**src/hw/rtl/page_framebuffer_i2c_sequencer_core_assert.svh**
```systemverilog
// Assertion macros for the frame buffer sequencer.
// All of them sample on clk and are disabled while rst_n is low.
`ifndef PAGE_FRAMEBUFFER_I2C_SEQUENCER_CORE_ASSERT_SVH
`define PAGE_FRAMEBUFFER_I2C_SEQUENCER_CORE_ASSERT_SVH

// Same-cycle implication.
`define PFB_ASSERT_IMP(label, ante, cons, msg) \
  label: assert property (@(posedge clk) disable iff (!rst_n) (ante) |-> (cons)) \
    else $error(msg);

// Next-cycle implication.
`define PFB_ASSERT_NEXT(label, ante, cons, msg) \
  label: assert property (@(posedge clk) disable iff (!rst_n) (ante) |=> (cons)) \
    else $error(msg);

`endif

```
**src/hw/rtl/pfbseq_pkg.sv**
```systemverilog
`timescale 1ns / 1ps
package pfbseq_pkg;

  // Request kinds
  localparam logic [1:0] KIND_DRAW    = 2'd0;
  localparam logic [1:0] KIND_FLUSH   = 2'd1;
  localparam logic [1:0] KIND_CLEAR   = 2'd2;
  localparam logic [1:0] KIND_ADVANCE = 2'd3;

  // Bus symbols
  localparam logic [1:0] SYM_NONE  = 2'd0;
  localparam logic [1:0] SYM_START = 2'd1;
  localparam logic [1:0] SYM_BYTE  = 2'd2;
  localparam logic [1:0] SYM_STOP  = 2'd3;

  // Status codes
  localparam logic [1:0] STATUS_OK    = 2'd0;
  localparam logic [1:0] STATUS_RANGE = 2'd1;
  localparam logic [1:0] STATUS_BUSY  = 2'd2;

  // Configuration register indexes
  localparam logic [1:0] CFG_WIDTH_LIMIT  = 2'd0;
  localparam logic [1:0] CFG_HEIGHT_LIMIT = 2'd1;
  localparam logic [1:0] CFG_AUTO_FLUSH   = 2'd2;

  // Bus byte constants
  localparam logic [7:0] BYTE_ZERO      = 8'h00;
  localparam logic [7:0] CMD_PREFIX     = 8'h80;
  localparam logic [7:0] DATA_PREFIX    = 8'hC0;
  localparam logic [7:0] STREAM_PREFIX  = 8'h40;
  localparam logic [7:0] PAGE_CMD       = 8'hB0;
  localparam logic [7:0] COL_HI_CMD     = 8'h10;
  localparam logic [7:0] LOW_NIBBLE     = 8'h0F;
  localparam logic [7:0] FILL_ON        = 8'hFF;

  typedef struct packed {
    logic [1:0] kind;
    logic [6:0] pos_x;
    logic [5:0] pos_y;
    logic       pixel_on;
  } in_item_t;

  typedef struct packed {
    logic [1:0] sym_kind;
    logic [7:0] sym_byte;
    logic [1:0] status;
    logic       last;
  } out_item_t;

  typedef enum logic [1:0] {
    PH_IDLE,
    PH_READ,
    PH_EXEC
  } phase_t;

  typedef enum logic [1:0] {
    MODE_IDLE,
    MODE_CELL,
    MODE_FLUSH,
    MODE_CLEAR
  } mode_t;

  // Byte source select of a control word
  typedef enum logic [2:0] {
    SRC_CONST,
    SRC_CELL_PAGE,
    SRC_COL_HI,
    SRC_COL_LO,
    SRC_CELL_DATA,
    SRC_PAGE_CMD,
    SRC_STREAM
  } src_t;

  // Sequencing of a control word
  typedef enum logic [1:0] {
    OP_NEXT,
    OP_COL_LOOP,
    OP_CELL_END,
    OP_PAGE_END
  } seq_op_t;

  localparam int UPC_W = 5;
  typedef logic [UPC_W-1:0] upc_t;

  localparam upc_t UPC_CELL = 5'd0;
  localparam upc_t UPC_PAGE = 5'd10;

  typedef struct packed {
    logic [1:0] sym;
    src_t       src;
    logic [7:0] konst;
    seq_op_t    op;
  } ucode_t;

  // Commands from the request handler to the sequencer
  typedef struct packed {
    logic       start_cell;
    logic       start_flush;
    logic       start_clear;
    logic       step;
    logic [6:0] cell_col;
    logic [2:0] cell_page;
    logic [7:0] cell_data;
    logic       fill_on;
  } useq_cmd_t;

  // Symbol the sequencer presents for its current step
  typedef struct packed {
    logic [1:0] sym_kind;
    logic [7:0] sym_byte;
    logic       last;
  } sym_t;

  // Transfer microprogram. Cell transfer at UPC_CELL, page transfer at UPC_PAGE.
  function automatic ucode_t ucode_rom(input upc_t upc);
    ucode_t cw;
    cw = '{sym: SYM_NONE, src: SRC_CONST, konst: BYTE_ZERO, op: OP_CELL_END};
    case (upc)
      5'd0:  cw = '{sym: SYM_START, src: SRC_CONST,     konst: BYTE_ZERO,     op: OP_NEXT};
      5'd1:  cw = '{sym: SYM_BYTE,  src: SRC_CONST,     konst: CMD_PREFIX,    op: OP_NEXT};
      5'd2:  cw = '{sym: SYM_BYTE,  src: SRC_CELL_PAGE, konst: BYTE_ZERO,     op: OP_NEXT};
      5'd3:  cw = '{sym: SYM_BYTE,  src: SRC_CONST,     konst: CMD_PREFIX,    op: OP_NEXT};
      5'd4:  cw = '{sym: SYM_BYTE,  src: SRC_COL_HI,    konst: BYTE_ZERO,     op: OP_NEXT};
      5'd5:  cw = '{sym: SYM_BYTE,  src: SRC_CONST,     konst: CMD_PREFIX,    op: OP_NEXT};
      5'd6:  cw = '{sym: SYM_BYTE,  src: SRC_COL_LO,    konst: BYTE_ZERO,     op: OP_NEXT};
      5'd7:  cw = '{sym: SYM_BYTE,  src: SRC_CONST,     konst: DATA_PREFIX,   op: OP_NEXT};
      5'd8:  cw = '{sym: SYM_BYTE,  src: SRC_CELL_DATA, konst: BYTE_ZERO,     op: OP_NEXT};
      5'd9:  cw = '{sym: SYM_STOP,  src: SRC_CONST,     konst: BYTE_ZERO,     op: OP_CELL_END};
      5'd10: cw = '{sym: SYM_START, src: SRC_CONST,     konst: BYTE_ZERO,     op: OP_NEXT};
      5'd11: cw = '{sym: SYM_BYTE,  src: SRC_CONST,     konst: CMD_PREFIX,    op: OP_NEXT};
      5'd12: cw = '{sym: SYM_BYTE,  src: SRC_PAGE_CMD,  konst: BYTE_ZERO,     op: OP_NEXT};
      5'd13: cw = '{sym: SYM_BYTE,  src: SRC_CONST,     konst: CMD_PREFIX,    op: OP_NEXT};
      5'd14: cw = '{sym: SYM_BYTE,  src: SRC_CONST,     konst: BYTE_ZERO,     op: OP_NEXT};
      5'd15: cw = '{sym: SYM_BYTE,  src: SRC_CONST,     konst: CMD_PREFIX,    op: OP_NEXT};
      5'd16: cw = '{sym: SYM_BYTE,  src: SRC_CONST,     konst: COL_HI_CMD,    op: OP_NEXT};
      5'd17: cw = '{sym: SYM_BYTE,  src: SRC_CONST,     konst: STREAM_PREFIX, op: OP_NEXT};
      5'd18: cw = '{sym: SYM_BYTE,  src: SRC_STREAM,    konst: BYTE_ZERO,     op: OP_COL_LOOP};
      5'd19: cw = '{sym: SYM_STOP,  src: SRC_CONST,     konst: BYTE_ZERO,     op: OP_PAGE_END};
      default: cw = '{sym: SYM_NONE, src: SRC_CONST, konst: BYTE_ZERO, op: OP_CELL_END};
    endcase
    return cw;
  endfunction

endpackage

```
**src/hw/rtl/pfbseq_useq.sv**
```systemverilog
`timescale 1ns / 1ps
module pfbseq_useq #(
  parameter int COLUMNS = 128,
  parameter int PAGES   = 8,
  parameter int CW      = 7
) (
  input  logic                  clk,
  input  logic                  rst_n,
  input  pfbseq_pkg::useq_cmd_t cmd,
  input  logic [7:0]            rd_data,
  output pfbseq_pkg::sym_t      sym,
  output logic                  busy,
  output logic [CW-1:0]         stream_col,
  output logic [2:0]            stream_page
);

  import pfbseq_pkg::*;

  mode_t         mode_r;
  mode_t         mode_nxt;
  upc_t          upc_r;
  upc_t          upc_nxt;
  logic [2:0]    page_r;
  logic [2:0]    page_nxt;
  logic [CW-1:0] col_r;
  logic [CW-1:0] col_nxt;
  logic [6:0]    cell_col_r;
  logic [2:0]    cell_page_r;
  logic [7:0]    cell_data_r;
  logic [7:0]    fill_r;
  ucode_t        cw;
  logic          col_last;
  logic          page_last;

  assign cw        = ucode_rom(upc_r);
  assign col_last  = (col_r == CW'(COLUMNS - 1));
  assign page_last = (page_r == 3'(PAGES - 1));

  // next state: mode, step counter, column and page counters
  always_comb begin
    mode_nxt = mode_r;
    upc_nxt  = upc_r;
    page_nxt = page_r;
    col_nxt  = col_r;
    if (cmd.start_cell) begin
      mode_nxt = MODE_CELL;
      upc_nxt  = UPC_CELL;
    end else if (cmd.start_flush || cmd.start_clear) begin
      mode_nxt = cmd.start_clear ? MODE_CLEAR : MODE_FLUSH;
      upc_nxt  = UPC_PAGE;
      page_nxt = '0;
      col_nxt  = '0;
    end else if (cmd.step) begin
      unique case (cw.op)
        OP_NEXT: begin
          upc_nxt = upc_r + UPC_W'(1);
        end
        OP_COL_LOOP: begin
          if (col_last) begin
            col_nxt = '0;
            upc_nxt = upc_r + UPC_W'(1);
          end else begin
            col_nxt = col_r + CW'(1);
          end
        end
        OP_CELL_END: begin
          mode_nxt = MODE_IDLE;
          upc_nxt  = UPC_CELL;
        end
        OP_PAGE_END: begin
          if (page_last) begin
            mode_nxt = MODE_IDLE;
            page_nxt = '0;
            upc_nxt  = UPC_CELL;
          end else begin
            page_nxt = page_r + 3'd1;
            upc_nxt  = UPC_PAGE;
          end
        end
      endcase
    end
  end

  // outputs: symbol of the current control word
  always_comb begin
    sym.sym_kind = cw.sym;
    sym.last     = (cw.op == OP_CELL_END) || ((cw.op == OP_PAGE_END) && page_last);
    unique case (cw.src)
      SRC_CONST:     sym.sym_byte = cw.konst;
      SRC_CELL_PAGE: sym.sym_byte = PAGE_CMD | {5'b0, cell_page_r};
      SRC_COL_HI:    sym.sym_byte = COL_HI_CMD | {5'b0, cell_col_r[6:4]};
      SRC_COL_LO:    sym.sym_byte = {1'b0, cell_col_r} & LOW_NIBBLE;
      SRC_CELL_DATA: sym.sym_byte = cell_data_r;
      SRC_PAGE_CMD:  sym.sym_byte = PAGE_CMD | {5'b0, page_r};
      SRC_STREAM:    sym.sym_byte = (mode_r == MODE_CLEAR) ? fill_r : rd_data;
      default:       sym.sym_byte = BYTE_ZERO;
    endcase
  end

  always_ff @(posedge clk) begin
    if (!rst_n) begin
      mode_r <= MODE_IDLE;
      upc_r  <= UPC_CELL;
      page_r <= '0;
      col_r  <= '0;
    end else begin
      mode_r <= mode_nxt;
      upc_r  <= upc_nxt;
      page_r <= page_nxt;
      col_r  <= col_nxt;
    end
  end

  always_ff @(posedge clk) begin
    if (cmd.start_cell) begin
      cell_col_r  <= cmd.cell_col;
      cell_page_r <= cmd.cell_page;
      cell_data_r <= cmd.cell_data;
    end
    if (cmd.start_clear) begin
      fill_r <= cmd.fill_on ? FILL_ON : BYTE_ZERO;
    end
  end

  assign busy        = (mode_r != MODE_IDLE);
  assign stream_col  = col_r;
  assign stream_page = page_r;

endmodule

```
**config.mk**
```make
export PLATFORM = sky130hd
export DESIGN_NAME = pfbseq_useq
export DESIGN_NICKNAME = d
export VERILOG_FILES = /design/src/hw/rtl/page_framebuffer_i2c_sequencer_core_assert.svh /design/src/hw/rtl/pfbseq_pkg.sv /design/src/hw/rtl/pfbseq_useq.sv
export SDC_FILE = /design/constraint.sdc
export NUM_CORES = 1
export LEC_CHECK = 0
export ABC_AREA = 1
export BUFFER_PORTS_ARGS = -buffer_cell sky130_fd_sc_hd__buf_2
export CORE_ASPECT_RATIO = 0.9
export CORE_MARGIN = 2
export CORE_UTILIZATION = 40
export DETAILED_ROUTE_END_ITERATION = 16
export HOLD_SLACK_MARGIN = 0.15
export PLACE_DENSITY = 0.64
export SYNTH_ARGS = -nofsm -noshare
export SYNTH_HDL_FRONTEND = slang
export SYNTH_SLANG_ARGS = --single-unit
```
**constraint.sdc**
```tcl
create_clock -name clk -period 6.3 [get_ports clk]
set_clock_uncertainty 0.2 [all_clocks]
set_input_delay 1.26 -clock clk [delete_from_list [all_inputs] [get_ports clk]]
set_output_delay 1.26 -clock clk [all_outputs]
set_load 0.01 [all_outputs]
```
# After elaboration in Yosys (flattened, before gate mapping)
# Memories as Yosys holds them, arrays and structs flattened.
# Index checks and enable logic that the tools add are counted.
[word_totals] reg_bits=43 latchBits=0 ramBits=0 mem_bits_ro=320 input_bits=33 out_inout_bits=22 mem_count=1
[op_classes] add_sub_neg=3 n_mul=0 div_mod_pow=0 magnitude_cmp=0 n_eq_ne=16 shift=0 n_mux=22 n_bitwise=2 reduce_logical=20
[memory_table] name="(name not given)" depth=32 word_bits=10 rd=1 rd_clocked_by_memory_dff=0 write_ports=0 line_no="pfbseq_pkg.sv:118" source="case (upc)"
[ops] op="$pmux W8 S7" count=1
[ops] op="$mux W7" count=4
[ops] op="$pmux W5 S4" count=1
[ops] op="$mux W8" count=2
[ops] op="$eq A3 B3 Y1 const B" count=4
[ops] op="$mux W3" count=4
[ops] op="$mux W4" count=3
[ops] op="$reduce_and A3 Y1" count=4
[ops] op="$reduce_bool A2 Y1" count=4
[ops] op="$add A7 B1 Y7 const B" count=1
[ops] op="$eq A7 B7 Y1 const B" count=1
[ops] op="$eq A2 B2 Y1 const B" count=3
[ops] op="$eq A3 B2 Y1 const B" count=2
[ops] op="$mux W2" count=3
[ops] op="$ne A3 B3 Y1 const B" count=2
[ops] op="$reduce_bool A3 Y1" count=2
[ops] op="$add A5 B1 Y5 const B" count=1
[ops] op="$mux W5" count=1
[ops] op="$ne A4 B4 Y1 const B" count=1
[ops] op="$pmux W2 S2" count=1
[ops] op="$reduce_and A2 Y1" count=2
[ops] op="$reduce_bool A4 Y1" count=1
[ops] op="$add A3 B1 Y3 const B" count=1
[ops] op="$eq A3 B1 Y1 const B" count=1
[ops] op="other kinds (10)" count=13

# Longest topological paths before layout
[logic_depth] word_depth=6 mapped_depth=13

# Worst setup path before layout
# Ideal clock, no wire load.
[synth_timing] path_type="input port to output port" startpoint="input rd_data[1]" endpoint="output sym[2] (netlist name)" arrival_time_ps=1650 t_required_ps=4840 slack_ps=3190 path_stages=6 path_buffers=0 cell_sequence="nand2_1 nand2_1 nand2_1 o21ai_0 nor2_1 nand2_1"
[synth_lines] element="start, declared" line_no="pfbseq_useq.sv:10" source="input logic [7:0] rd_data,"
[synth_lines] element="end, declared" line_no="pfbseq_useq.sv:11" source="output pfbseq_pkg::sym_t sym,"

==> metrics.csv <==
stage;metric;value;unit
timing;setup_ws;2.661;ns
timing;setup_viol;0;
timing;period_minus_slack;3.639;ns
timing;rsz0062_at_grt;false;
logic_synthesis;ys_warn_count;0;
logic_synthesis;ys_types;28;
cts;clk_pin_slew;0.08;ns
layout;final_cell_mix;nand2_1 (97), buf_2 (54), nand3_1 (32);
timing;tns;0;ns
global_route;antenna_found_initial;0;
route;wl;5.369;mm
cts;cts_setup_buffers;0;
route;dr.pass1.iters;4;
route;ant_nets;0;
logic_synthesis;synth_cells;301;
layout;final_common_cell;nand2_1;
cts;clock-sinks;36;
worst_setup_path;path_max_fanout;8;
floorplanning;rows;25;
cts;clock_latency;0.28;ns
floorplanning;die_area;6218;sq um
route;via_per_inst;4.888;
global_route;overflow;0;
route;routed.top_layer;met4;
global_route;grt_max_degree;22;
placement;dp_hpwl;4.013;mm
layout;drive_gt1_frac;0.2548;
timing;slew_viol_final;0;
power;power_density;192.0;nW/um^2
logic_synthesis;syn_area;2241;sq um
floorplanning;io_pins;55;
placement;postPlaceCellArea;2576;sq um
layout;area.growth.synth_to_final;18.87;%
logic_synthesis;ys_seq_area_frac;0.4065;
logic_synthesis;synth_nets;344;
cts;numCtsBuffers;5;
logic_synthesis;synth-seq-cells;36;
run_status;status;finished clean;
placement;pre_cts_slack;2.918;ns
timing;max_freq;274.8;MHz
floorplanning;die_w;82.90;um
worst_hold_path;hold_class;reg -> reg;
global_route;grt_pass1_wl;8.894;mm
worst_setup_path;critPathLaunchType;register;
route;wl_met1;2.734;mm
power;p_leak;1.255;nW
power;vdd_drop_max;0.1074;mV
logic_synthesis;yosys.area.top_type_share;0.2546;
route;first_iter_violations;99;
route;wl_met3;270;um
timing;finalHoldViolCount;0;
worst_setup_path;cp-end-kind;output port;
logic_synthesis;synth_area_leader_cell;edfxtp_1;
job;drv_cap;0;
floorplanning;die_h;75.01;um
cts;cts_tree;done;
timing;worst_slew_pin_slew;0.5170;ns
floorplanning;start_util;0.4214;
route;drc_errors;0;
worst_setup_path;cp_data_required_time;4.84;ns
power;p_total;511.5;uW
cts;cts_resized;0;
cts;ctsRootBufferMaster;clkbuf_8;
worst_setup_path;worstPathArrival;2.18;ns
timing;post-route-period-util;0.5775;
logic_synthesis;yosys-top-cells-area;edfxtp_1 (25%), nand2_1 (16%), dfxtp_1 (15%), nand3_1 (7.1%), ha_1 (5.6%);
cts;cts_hold_buf;0;
route;wl_per_cell;12.54;um
timing;relSlewSlack;0.6554;
worst_setup_path;crit_type;reg -> out;
logic_synthesis;synth.avg_cell_area;7.445;sq um
route;route.vias.total;2092;
layout;stdcell_area;2664;sq um
placement;port-buffer-count;54;
global_route;grtUsageTotal;0.1777;
worst_setup_path;worst_r2r_path_depth;11;
route;dr_wl_met2;2.337;mm
cts;h-tree-depth;2;
layout;diodes;0;
floorplanning;coreArea;5318;sq um
layout;layout.nets;403;
placement;gp_congestion;0.8256;
worst_hold_path;min_path_cells;2;
cts;clk_path_buf_depth;2;
global_route;grt_pass1_vias;1904;
-- cells in the mapped netlist --
library cell and instances:
nand3_4 2, a31oi_1 1, nand3_1 32, o21ai_4 1, o21ai_2 1, nand4_1 8
buf_4 1, nand2_1 97, nor3_4 1, inv_1 28, nand2_4 2, edfxtp_1 19
nand3_2 2, nor2_4 3, nand2_2 4, buf_6 1, clkinv_2 1, nor2_2 4
nand3b_1 1, or2_2 1, dfxtp_1 17, a21oi_2 1, o21ai_0 7, nor2_1 29
nor3_1 6, ha_1 10, inv_2 7, a21oi_1 14
-- where the power goes --
group          internal [mW]  switching [mW]
registers              0.261         0.00889
logic                 0.0286          0.0455
clock network         0.0772          0.0900
-- routing by layer --
layer | GRT usage | vias up
li1 | - | 1102
met2 | 0.2832 | 53
met5 | 0 | -
met4 | 0.04372 | 0
met1 | 0.2502 | 935
met3 | 0.03947 | 2
-- cell families (layout without fill, tap and decap cells) --
logic type | Yosys count | count (layout) | synth area share
fa+ha+maj | 10 | 10 | 0.05583
simple gates | 192 | 192 | 0.4037
flops | 36 | 36 | 0.4065
compound gates | 25 | 25 | 0.06477
buf+inv | 38 | 98 | 0.06924
-- critical path: stages (launching register included) --
cell and delay, ns:
dfxtp_1 0.50, inv_1 0.11, ha_1 0.23, nand4_1 0.19, nand2_2 0.16, nor2_1 0.27
nand3_1 0.10, nand2_1 0.09, nor2_1 0.05, nand2_1 0.07, buf_2 0.12
-- final timing paths --
path | start | slack [ns] | end
max | upc_r[1] | 2.66 | sym[1]
min | mode_r[1] | 0.31 | mode_r[1]
max reg2reg | upc_r[1] | 4.13 | stream_page[0]
min reg2reg | mode_r[1] | 0.31 | mode_r[1]
-- registers in the layout, indices dropped and copies added, names as in the netlist --
name,flops
cell_col_r,7
cell_data_r,8
cell_page_r,3
fill_r,1
mode_r,2
stream_col,7
stream_page,3
upc_r,5
-- stage by stage --
stage | hold WS (ns) | util | std cells
detailed placement | 0.2927 | 0.4845 | 420
finish | 0.3054 | 0.5009 | 428
CTS | 0.3054 | 0.5009 | 428
global route | 0.3334 | 0.5009 | 428
global placement | 0.2785 | 0.4845 | 420
floorplan | 0.2616 | - | 301
-- area by class of cell --
cell class                      instances  area [sq um]
Clock buffer                            5         68.82
Clock inverter                          3         18.77
Fill cell                             563          2654
Inverter                               36         136.4
Multi-Input combinational cell        227          1175
Sequential cell                        36         910.9
Tap cell                               67         83.83
Timing Repair Buffer                   54         270.3
Power figures use the tool's default switching activity.
